$ cat src/rtl/rrts_pkg.sv
// Shared types and codes for the round-robin task selector.
`timescale 1ns / 1ps
`default_nettype none

package rrts_pkg;

  // Operation codes carried in the request word.
  typedef enum logic [2:0] {
    OP_CREATE = 3'd0,
    OP_EXIT   = 3'd1,
    OP_WAIT   = 3'd2,
    OP_SLEEP  = 3'd3,
    OP_YIELD  = 3'd4
  } op_e;

  // Per-entry task status.
  typedef enum logic [1:0] {
    ST_EXITED   = 2'd0,
    ST_SLEEPING = 2'd1,
    ST_WAITING  = 2'd2,
    ST_READY    = 2'd3
  } status_e;

  typedef struct packed {
    logic [2:0]  operation;
    logic [3:0]  target_task;
    logic [31:0] sleep_ms;
    logic [31:0] now_ms;
  } sel_in_t;

  typedef struct packed {
    logic [3:0] next_task;
    logic [3:0] new_handle;
    logic       none_ready;
    logic       table_full;
  } sel_out_t;

endpackage

`default_nettype wire

$ cat src/rtl/round_robin_task_selector_unit.sv
// Round-robin task selector: task table, sequencer and scan unit.
//
// Usage: the request channel (in_valid_i, in_stall_o, in_data_i) takes one
// word per operation: create, exit, wait, sleep or yield. The response
// channel (out_valid_o, out_stall_i, out_data_o) returns exactly one word
// per request, in order.
// Sequence: a create or an undefined code goes from the execute step
// straight to the finish step. A scheduling operation scans one entry
// per step, with an extra step for every waiting entry whose target must
// be looked up, then finishes. Each scan step uses the single read port
// on the status table, which the sequencer uses once per cycle. One
// request is in flight at a time; in_stall_o is high from accept until
// the result is loaded into the output register.
// Reset: all entries exited, one claimed entry, task 0 running.
// A stalled result holds in the output register; the next request may be
// accepted meanwhile, and its result waits until the register frees up.
`timescale 1ns / 1ps
`default_nettype none

module round_robin_task_selector_unit
  import rrts_pkg::*;
#(
  parameter int TASK_SLOTS = 12,
  parameter int TIME_BITS  = 32
) (
  input  wire logic     clk_i,
  input  wire logic     rst_ni,
  input  wire logic     in_valid_i,
  output logic          in_stall_o,
  input  wire sel_in_t  in_data_i,
  output logic          out_valid_o,
  input  wire logic     out_stall_i,
  output sel_out_t      out_data_o
);

  localparam int IDX_W = $clog2(TASK_SLOTS);
  localparam int CNT_W = $clog2(TASK_SLOTS + 1);
  localparam int TGT_W = (CNT_W > 4) ? CNT_W : 4;

  typedef enum logic [2:0] {
    S_IDLE,
    S_EXEC,
    S_SCAN,
    S_TGT,
    S_FINISH
  } state_e;

  // Control state
  state_e               state_q, state_d;
  logic [IDX_W-1:0]     idx_q, idx_d;
  logic [CNT_W-1:0]     n_q, n_d;
  logic [IDX_W-1:0]     running_q, running_d;
  logic [CNT_W-1:0]     count_q, count_d;
  sel_out_t             res_q, res_d;
  logic                 out_valid_q, out_valid_d;
  sel_out_t             out_q, out_d;
  status_e              status_q [TASK_SLOTS];

  // Payload state
  logic [2:0]           op_q;
  logic [3:0]           tgt_q;
  logic [TIME_BITS-1:0] ms_q, now_q;
  logic [TIME_BITS-1:0] wake_q [TASK_SLOTS];
  logic [3:0]           awaited_q [TASK_SLOTS];

  // Table write controls
  logic                 st_we;
  logic [IDX_W-1:0]     st_wa;
  status_e              st_wd;
  logic                 wk_we;
  logic [IDX_W-1:0]     wk_wa;
  logic [TIME_BITS-1:0] wk_wd;
  logic                 aw_we;
  logic [IDX_W-1:0]     aw_wa;
  logic [3:0]           aw_wd;

  // Shared status read port
  logic [IDX_W-1:0]     rd_addr;
  status_e              st_rd;
  logic                 tgt_oob;
  logic                 idx_last;
  logic [IDX_W-1:0]     idx_nxt;
  logic                 accept;

  assign accept   = in_valid_i && (state_q == S_IDLE);
  assign rd_addr  = (state_q == S_TGT) ? IDX_W'(awaited_q[idx_q]) : idx_q;
  assign st_rd    = status_q[rd_addr];
  assign tgt_oob  = TGT_W'(awaited_q[idx_q]) >= TGT_W'(TASK_SLOTS);
  assign idx_last = (CNT_W'(idx_q) + CNT_W'(1)) == count_q;
  assign idx_nxt  = idx_last ? '0 : idx_q + IDX_W'(1);

  always_comb begin
    logic hit;
    logic miss;
    logic go_tgt;
    hit         = 1'b0;
    miss        = 1'b0;
    go_tgt      = 1'b0;
    state_d     = state_q;
    idx_d       = idx_q;
    n_d         = n_q;
    running_d   = running_q;
    count_d     = count_q;
    res_d       = res_q;
    out_valid_d = out_valid_q && out_stall_i;
    out_d       = out_q;
    st_we       = 1'b0;
    st_wa       = idx_q;
    st_wd       = ST_READY;
    wk_we       = 1'b0;
    wk_wa       = running_q;
    wk_wd       = now_q + ms_q;
    aw_we       = 1'b0;
    aw_wa       = running_q;
    aw_wd       = tgt_q;

    unique case (state_q)
      S_IDLE: begin
        if (accept) begin
          res_d   = '0;
          idx_d   = running_q;
          state_d = S_EXEC;
        end
      end
      S_EXEC: begin
        unique case (op_q)
          OP_CREATE: begin
            if (count_q < CNT_W'(TASK_SLOTS)) begin
              st_we            = 1'b1;
              st_wa            = IDX_W'(count_q);
              st_wd            = ST_READY;
              wk_we            = 1'b1;
              wk_wa            = IDX_W'(count_q);
              wk_wd            = '0;
              aw_we            = 1'b1;
              aw_wa            = IDX_W'(count_q);
              aw_wd            = '0;
              res_d.new_handle = 4'(count_q);
              count_d          = count_q + CNT_W'(1);
            end else begin
              res_d.table_full = 1'b1;
            end
            state_d = S_FINISH;
          end
          OP_EXIT: begin
            st_we   = 1'b1;
            st_wa   = running_q;
            st_wd   = ST_EXITED;
            idx_d   = idx_nxt;
            n_d     = '0;
            state_d = S_SCAN;
          end
          OP_WAIT: begin
            st_we   = 1'b1;
            st_wa   = running_q;
            st_wd   = ST_WAITING;
            aw_we   = 1'b1;
            idx_d   = idx_nxt;
            n_d     = '0;
            state_d = S_SCAN;
          end
          OP_SLEEP: begin
            st_we   = 1'b1;
            st_wa   = running_q;
            st_wd   = ST_SLEEPING;
            wk_we   = 1'b1;
            idx_d   = idx_nxt;
            n_d     = '0;
            state_d = S_SCAN;
          end
          OP_YIELD: begin
            idx_d   = idx_nxt;
            n_d     = '0;
            state_d = S_SCAN;
          end
          default: state_d = S_FINISH;
        endcase
      end
      S_SCAN: begin
        // take a ready entry, or promote a waiter whose target is gone or a sleeper past its wake time
        if (st_rd == ST_WAITING) begin
          if (tgt_oob) hit = 1'b1;
          else         go_tgt = 1'b1;
        end else if (st_rd == ST_SLEEPING) begin
          hit = wake_q[idx_q] < now_q;
        end else if (st_rd == ST_READY) begin
          hit = 1'b1;
        end
        if (go_tgt)   state_d = S_TGT;
        else if (!hit) miss = 1'b1;
      end
      S_TGT: begin
        if (st_rd == ST_EXITED) hit = 1'b1;
        else                    miss = 1'b1;
      end
      S_FINISH: begin
        if (!out_valid_q || !out_stall_i) begin
          out_valid_d     = 1'b1;
          out_d           = res_q;
          out_d.next_task = 4'(running_q);
          state_d         = S_IDLE;
        end
      end
      default: state_d = S_IDLE;
    endcase

    if (hit) begin
      st_we     = 1'b1;
      st_wa     = idx_q;
      st_wd     = ST_READY;
      running_d = idx_q;
      state_d   = S_FINISH;
    end
    if (miss) begin
      // stop after one full pass, ending at the running task
      if ((n_q + CNT_W'(1)) == count_q) begin
        res_d.none_ready = 1'b1;
        state_d          = S_FINISH;
      end else begin
        n_d     = n_q + CNT_W'(1);
        idx_d   = idx_nxt;
        state_d = S_SCAN;
      end
    end
  end

  always_ff @(posedge clk_i or negedge rst_ni) begin
    if (!rst_ni) begin
      state_q     <= S_IDLE;
      idx_q       <= '0;
      n_q         <= '0;
      running_q   <= '0;
      count_q     <= CNT_W'(1);
      res_q       <= '0;
      out_valid_q <= 1'b0;
      out_q       <= '0;
      for (int i = 0; i < TASK_SLOTS; i++) status_q[i] <= ST_EXITED;
    end else begin
      state_q     <= state_d;
      idx_q       <= idx_d;
      n_q         <= n_d;
      running_q   <= running_d;
      count_q     <= count_d;
      res_q       <= res_d;
      out_valid_q <= out_valid_d;
      out_q       <= out_d;
      if (st_we) status_q[st_wa] <= st_wd;
    end
  end

  always_ff @(posedge clk_i) begin
    if (accept) begin
      op_q  <= in_data_i.operation;
      tgt_q <= in_data_i.target_task;
      ms_q  <= TIME_BITS'(in_data_i.sleep_ms);
      now_q <= TIME_BITS'(in_data_i.now_ms);
    end
    if (wk_we) wake_q[wk_wa] <= wk_wd;
    if (aw_we) awaited_q[aw_wa] <= aw_wd;
  end

  assign in_stall_o  = (state_q != S_IDLE);
  assign out_valid_o = out_valid_q;
  assign out_data_o  = out_q;

  a_running_claimed: assert property (@(posedge clk_i) disable iff (!rst_ni)
    CNT_W'(running_q) < count_q)
    else $error("running task outside claimed entries");

  a_count_range: assert property (@(posedge clk_i) disable iff (!rst_ni)
    (count_q != '0) && (count_q <= CNT_W'(TASK_SLOTS)))
    else $error("task count out of range");

  a_scan_bound: assert property (@(posedge clk_i) disable iff (!rst_ni)
    (state_q == S_SCAN || state_q == S_TGT) |-> (n_q < count_q))
    else $error("scan ran past one full pass");

  a_result_from_finish: assert property (@(posedge clk_i) disable iff (!rst_ni)
    (out_valid_o && !$past(out_valid_o)) |-> $past(state_q == S_FINISH))
    else $error("result word appeared outside finish step");

  a_busy_after_accept: assert property (@(posedge clk_i) disable iff (!rst_ni)
    (in_valid_i && !in_stall_o) |=> (state_q == S_EXEC))
    else $error("accepted request did not start execution");

endmodule

`default_nettype wire

$ cat config.mk
export PLATFORM = sky130hd
export DESIGN_NAME = round_robin_task_selector_unit
export DESIGN_NICKNAME = d
export VERILOG_FILES = /design/src/rtl/rrts_pkg.sv /design/src/rtl/round_robin_task_selector_unit.sv
export SDC_FILE = /design/constraint.sdc
export NUM_CORES = 1
export LEC_CHECK = 0
export BUFFER_PORTS_ARGS = -buffer_cell sky130_fd_sc_hd__buf_2
export CORE_UTILIZATION = 29
export CTS_CLUSTER_DIAMETER = 40
export DETAILED_ROUTE_END_ITERATION = 10
export HOLD_SLACK_MARGIN = 0.08
export PLACE_DENSITY = 0.53
export SLEW_MARGIN = 20
export SYNTH_ARGS = -nofsm -noshare
export SYNTH_HDL_FRONTEND = slang
export SYNTH_SLANG_ARGS = --single-unit
export TNS_END_PERCENT = 1
$ cat constraint.sdc
create_clock -name clk_i -period 6.3 [get_ports clk_i]
set_input_delay 0.63 -clock clk_i [delete_from_list [all_inputs] [get_ports clk_i]]
set_output_delay 0.63 -clock clk_i [all_outputs]
set_load 0.02 [all_outputs]
==> metrics <==
Max Clk Rate=191 MHz; leading area contributor after synthesis=edfxtp_1; Max VDD drop=0.000229 V; number of gates resized after cts=0; mapped cell area=0.0246 mm^2; Post-route DRC=0; # Post-CTS Setup Buffers=0; Max Cap Viol=0; Post-synth EDFFs=503; CTS root buffer=clkbuf_16; Detailed Route Iter0 Violations=991; top post-synthesis cells by area=edfxtp_1, mux4_2, dfrtp_1; crit path cell chain=buf_12 > buf_4 > mux4_2 > nand2_1 > o21ai_0 > ha_1 > a21o_1 > a21o_1 > a21o_1 > a21o_1 > a211oi_1 > o21bai_1 > or3_4 > a211oi_4 > o21ai_1 > mux2_1; die area=0.0858 mm^2; measured slew at the worst slew-check pin=1070 ps; Int Pwr=9.62 mW; switching power=4.66 mW; Final Cycle Share=83.0%; critical path launch point type=flop; post-route worst setup slack=1070 ps; via count=13700; Cell Rows=106; leakage power=10.3 nW; GPL Wtd Cong=0.788; final WL=61.5 mm; initial antenna violation count=0; first-pass GRT wire length=92.1 mm; Final HPWL DP=38.0 mm; DP Worst Slack=1000 ps; # IOs=87; Syn. warnings=0; Crit path arrival time=5720 ps; Synth Instances=1505; Routed Antenna Nets=0; Yosys cell types=77; Worst-Skew Late Latency=640 ps; TritonRoute pass-1 iters=5; PortBufs=86; crit end category=flop; clock sink count=563; skew final=42.6 ps; Die Span Y=293 um; cts bufs inserted=87; layout cells sized above 1=26.1%; Final Hold Vio Count=0; final instance area=0.0296 mm^2; filler cell count=7954; Worst-path clk slew=60 ps; CTS max path bufs=3; Seq pwr share=37.5%; Slew Viols, Final=0; Synth Net Count=1646; register area share after synthesis=67.6%; Tmin final=5230 ps; largest net degree at the start of global routing=62; floorplan core area=0.0837 mm^2; Overall Global Routing Usage=14.5%; number of synthesized register bits=563; endpoints failing setup=0; H-Tree Depth=3; Clk pwr share=34.4%; Nets=1797; WP data required=6790 ps; Max stage delay on crit path=950 ps; Worst Path Max Fanout=61; total grt overflow=0; Die W=293 um; WL per Instance=21.5 um; RSZ-0062 raised after global routing=false; CTS tree=done; P&R area growth vs syn=20.6%; Final TNS setup=0 ps; ys async rst share=10.7%; CP Class=flop to flop; top cell type's share of synthesized area=61.5%; average via count per standard cell=4.79; status=finished, final reports clean; most frequent cells in the layout=edfxtp_1, mux4_2, nand2_1; Placed Area=0.0266 mm^2; pwr dens=482 mW/mm^2; Comb power frac=28.1%; slowest CP cell=dfrtp_4; Most Frequent Cell on Critical Path=a21o_1; average size of a mapped cell=16.3 um^2; worst hold path class=input pin to flop; main flop type after synthesis=edfxtp_1; Net Sw Frac=32.6%; initial core utilization=29.3%; Rel. slew slack=28.4%; most common cell after layout, fill and taps aside=edfxtp_1; Post-CTS Hold Buffers=0; number of global-route vias before repair=14300
==> flip-flops by register name, summed over array words and instances (netlist names) <==
signal       cells
wake_q         384
status_q        24
idx_q            4
tgt_q            4
now_q           32
out_data_o      10
count_q          4
running_q        4
out_valid_o      1
op_q             3
n_q              4
ms_q            32
state_q          3
res_q            6
awaited_q       48
==> cell type report <==
cell class	instances	area (um^2)	area share (%)
clock buffers	96	2220	7.50
repair buffers	122	751	2.53
diodes	1	2.50	0.00845
flip-flops and latches	563	16600	56.1
well taps	1134	1420	4.79
inverters	51	193	0.651
clock inverters	67	816	2.75
multi-input cells	831	7600	25.7
==> worst paths after layout <==
| kind | start | to | cells after the start | slack (ps) |
|---|---|---|---|---|
| hold reg to reg | out_data_o[9]$_DFFE_PN0P_ | out_data_o[9]$_DFFE_PN0P_ | 2 | 490 |
| max in group asynchronous | rst_ni | idx_q[0]$_DFF_PN0_ | 2 | 5520 |
| setup reg to reg | idx_q[0]$_DFF_PN0_ | status_q[1]$_DFFE_PN0P_ | 16 | 1070 |
| setup / recovery | idx_q[0]$_DFF_PN0_ | status_q[1]$_DFFE_PN0P_ | 16 | 1070 |
| hold / removal | in_data_i[6] | now_q[6]$_DFFE_PP_ | 1 | 160 |
| min in group asynchronous | rst_ni | status_q[7]$_DFFE_PN0P_ | 2 | 180 |
==> power groups by stage <==
stage | Combinational (mW) | Clock (mW) | Sequential, mW
2_1_floorplan | 2.95 | 0 | 5.19
3_3_place_gp | 3.92 | 0 | 5.43
3_5_place_dp | 4.00 | 0 | 5.44
4_1_cts | 4.02 | 5.01 | 5.37
5_1_grt | 4.40 | 5.18 | 5.41
6_report | 4.01 | 4.92 | 5.36
==> Yosys cell counts (5+ instances only) <==
library cell and number:
o22ai_1 11, xor2_1 19, dfrtp_1 59, o211ai_1 6
or2_2 5, nor3_1 11, and3_1 6, nand2b_1 11
mux4_2 105, and2_1 9, mux2_2 19, nor2_1 89
a21oi_1 51, mux2i_1 49, nand2_1 96, a21oi_2 7
mux2_1 22, nor3b_1 5, nand3_1 19, o21a_1 6
o21bai_1 5, inv_1 51, ha_1 65, mux2_4 6
a21o_1 30, a211oi_1 9, buf_1 15, xnor2_1 21
edfxtp_1 503, a31oi_1 7, clkbuf_1 38, o21ai_1 10
nand4_1 13, o21ai_0 63
==> per-stage QoR <==
| step | std cells | hold WS [ps] | util (%) | total power, mW |
|---|---|---|---|---|
| global placement | 2701 | 475 | 31.8 | 9.35 |
| global route | 2864 | 135 | 35.4 | 15.0 |
| finish | 2865 | 164 | 35.4 | 14.3 |
| CTS | 2864 | 129 | 35.4 | 14.4 |
| detailed placement | 2701 | 476 | 31.8 | 9.44 |
| floorplan | 1505 | 334 | - | 8.14 |
==> per-layer routing <==
metal  track usage, %  wire length [um]  vias to the layer above
met1             20.1             28400                     7009
met3             3.03              3220                      103
met4             4.49              1460                        0
met5                0                 0                        -
met2             22.7             28500                      360
li1                 -                 -                     6239
==> cell families after synthesis <==
group / Yosys count / synth area share [%]
flip-flops: 563 / 67.6
AND/OR/NAND/NOR: 280 / 5.24
AO/OA/AOI/OAI: 244 / 6.58
multiplexers: 201 / 13.9
buffers and inverters: 111 / 1.86
adder cells (fa/ha/maj): 66 / 3.39
XOR/XNOR: 40 / 1.43
==> worst max-delay path: cells and delay by family (launching register included) <==
family,cells,cell delay [ps]
AO/OA/AOI/OAI,9,1620
adder cells (fa/ha/maj),1,210
buffers and inverters,2,860
flip-flops,1,950
multiplexers,2,870
AND/OR/NAND/NOR,2,490
Power figures use the tool's default switching activity.
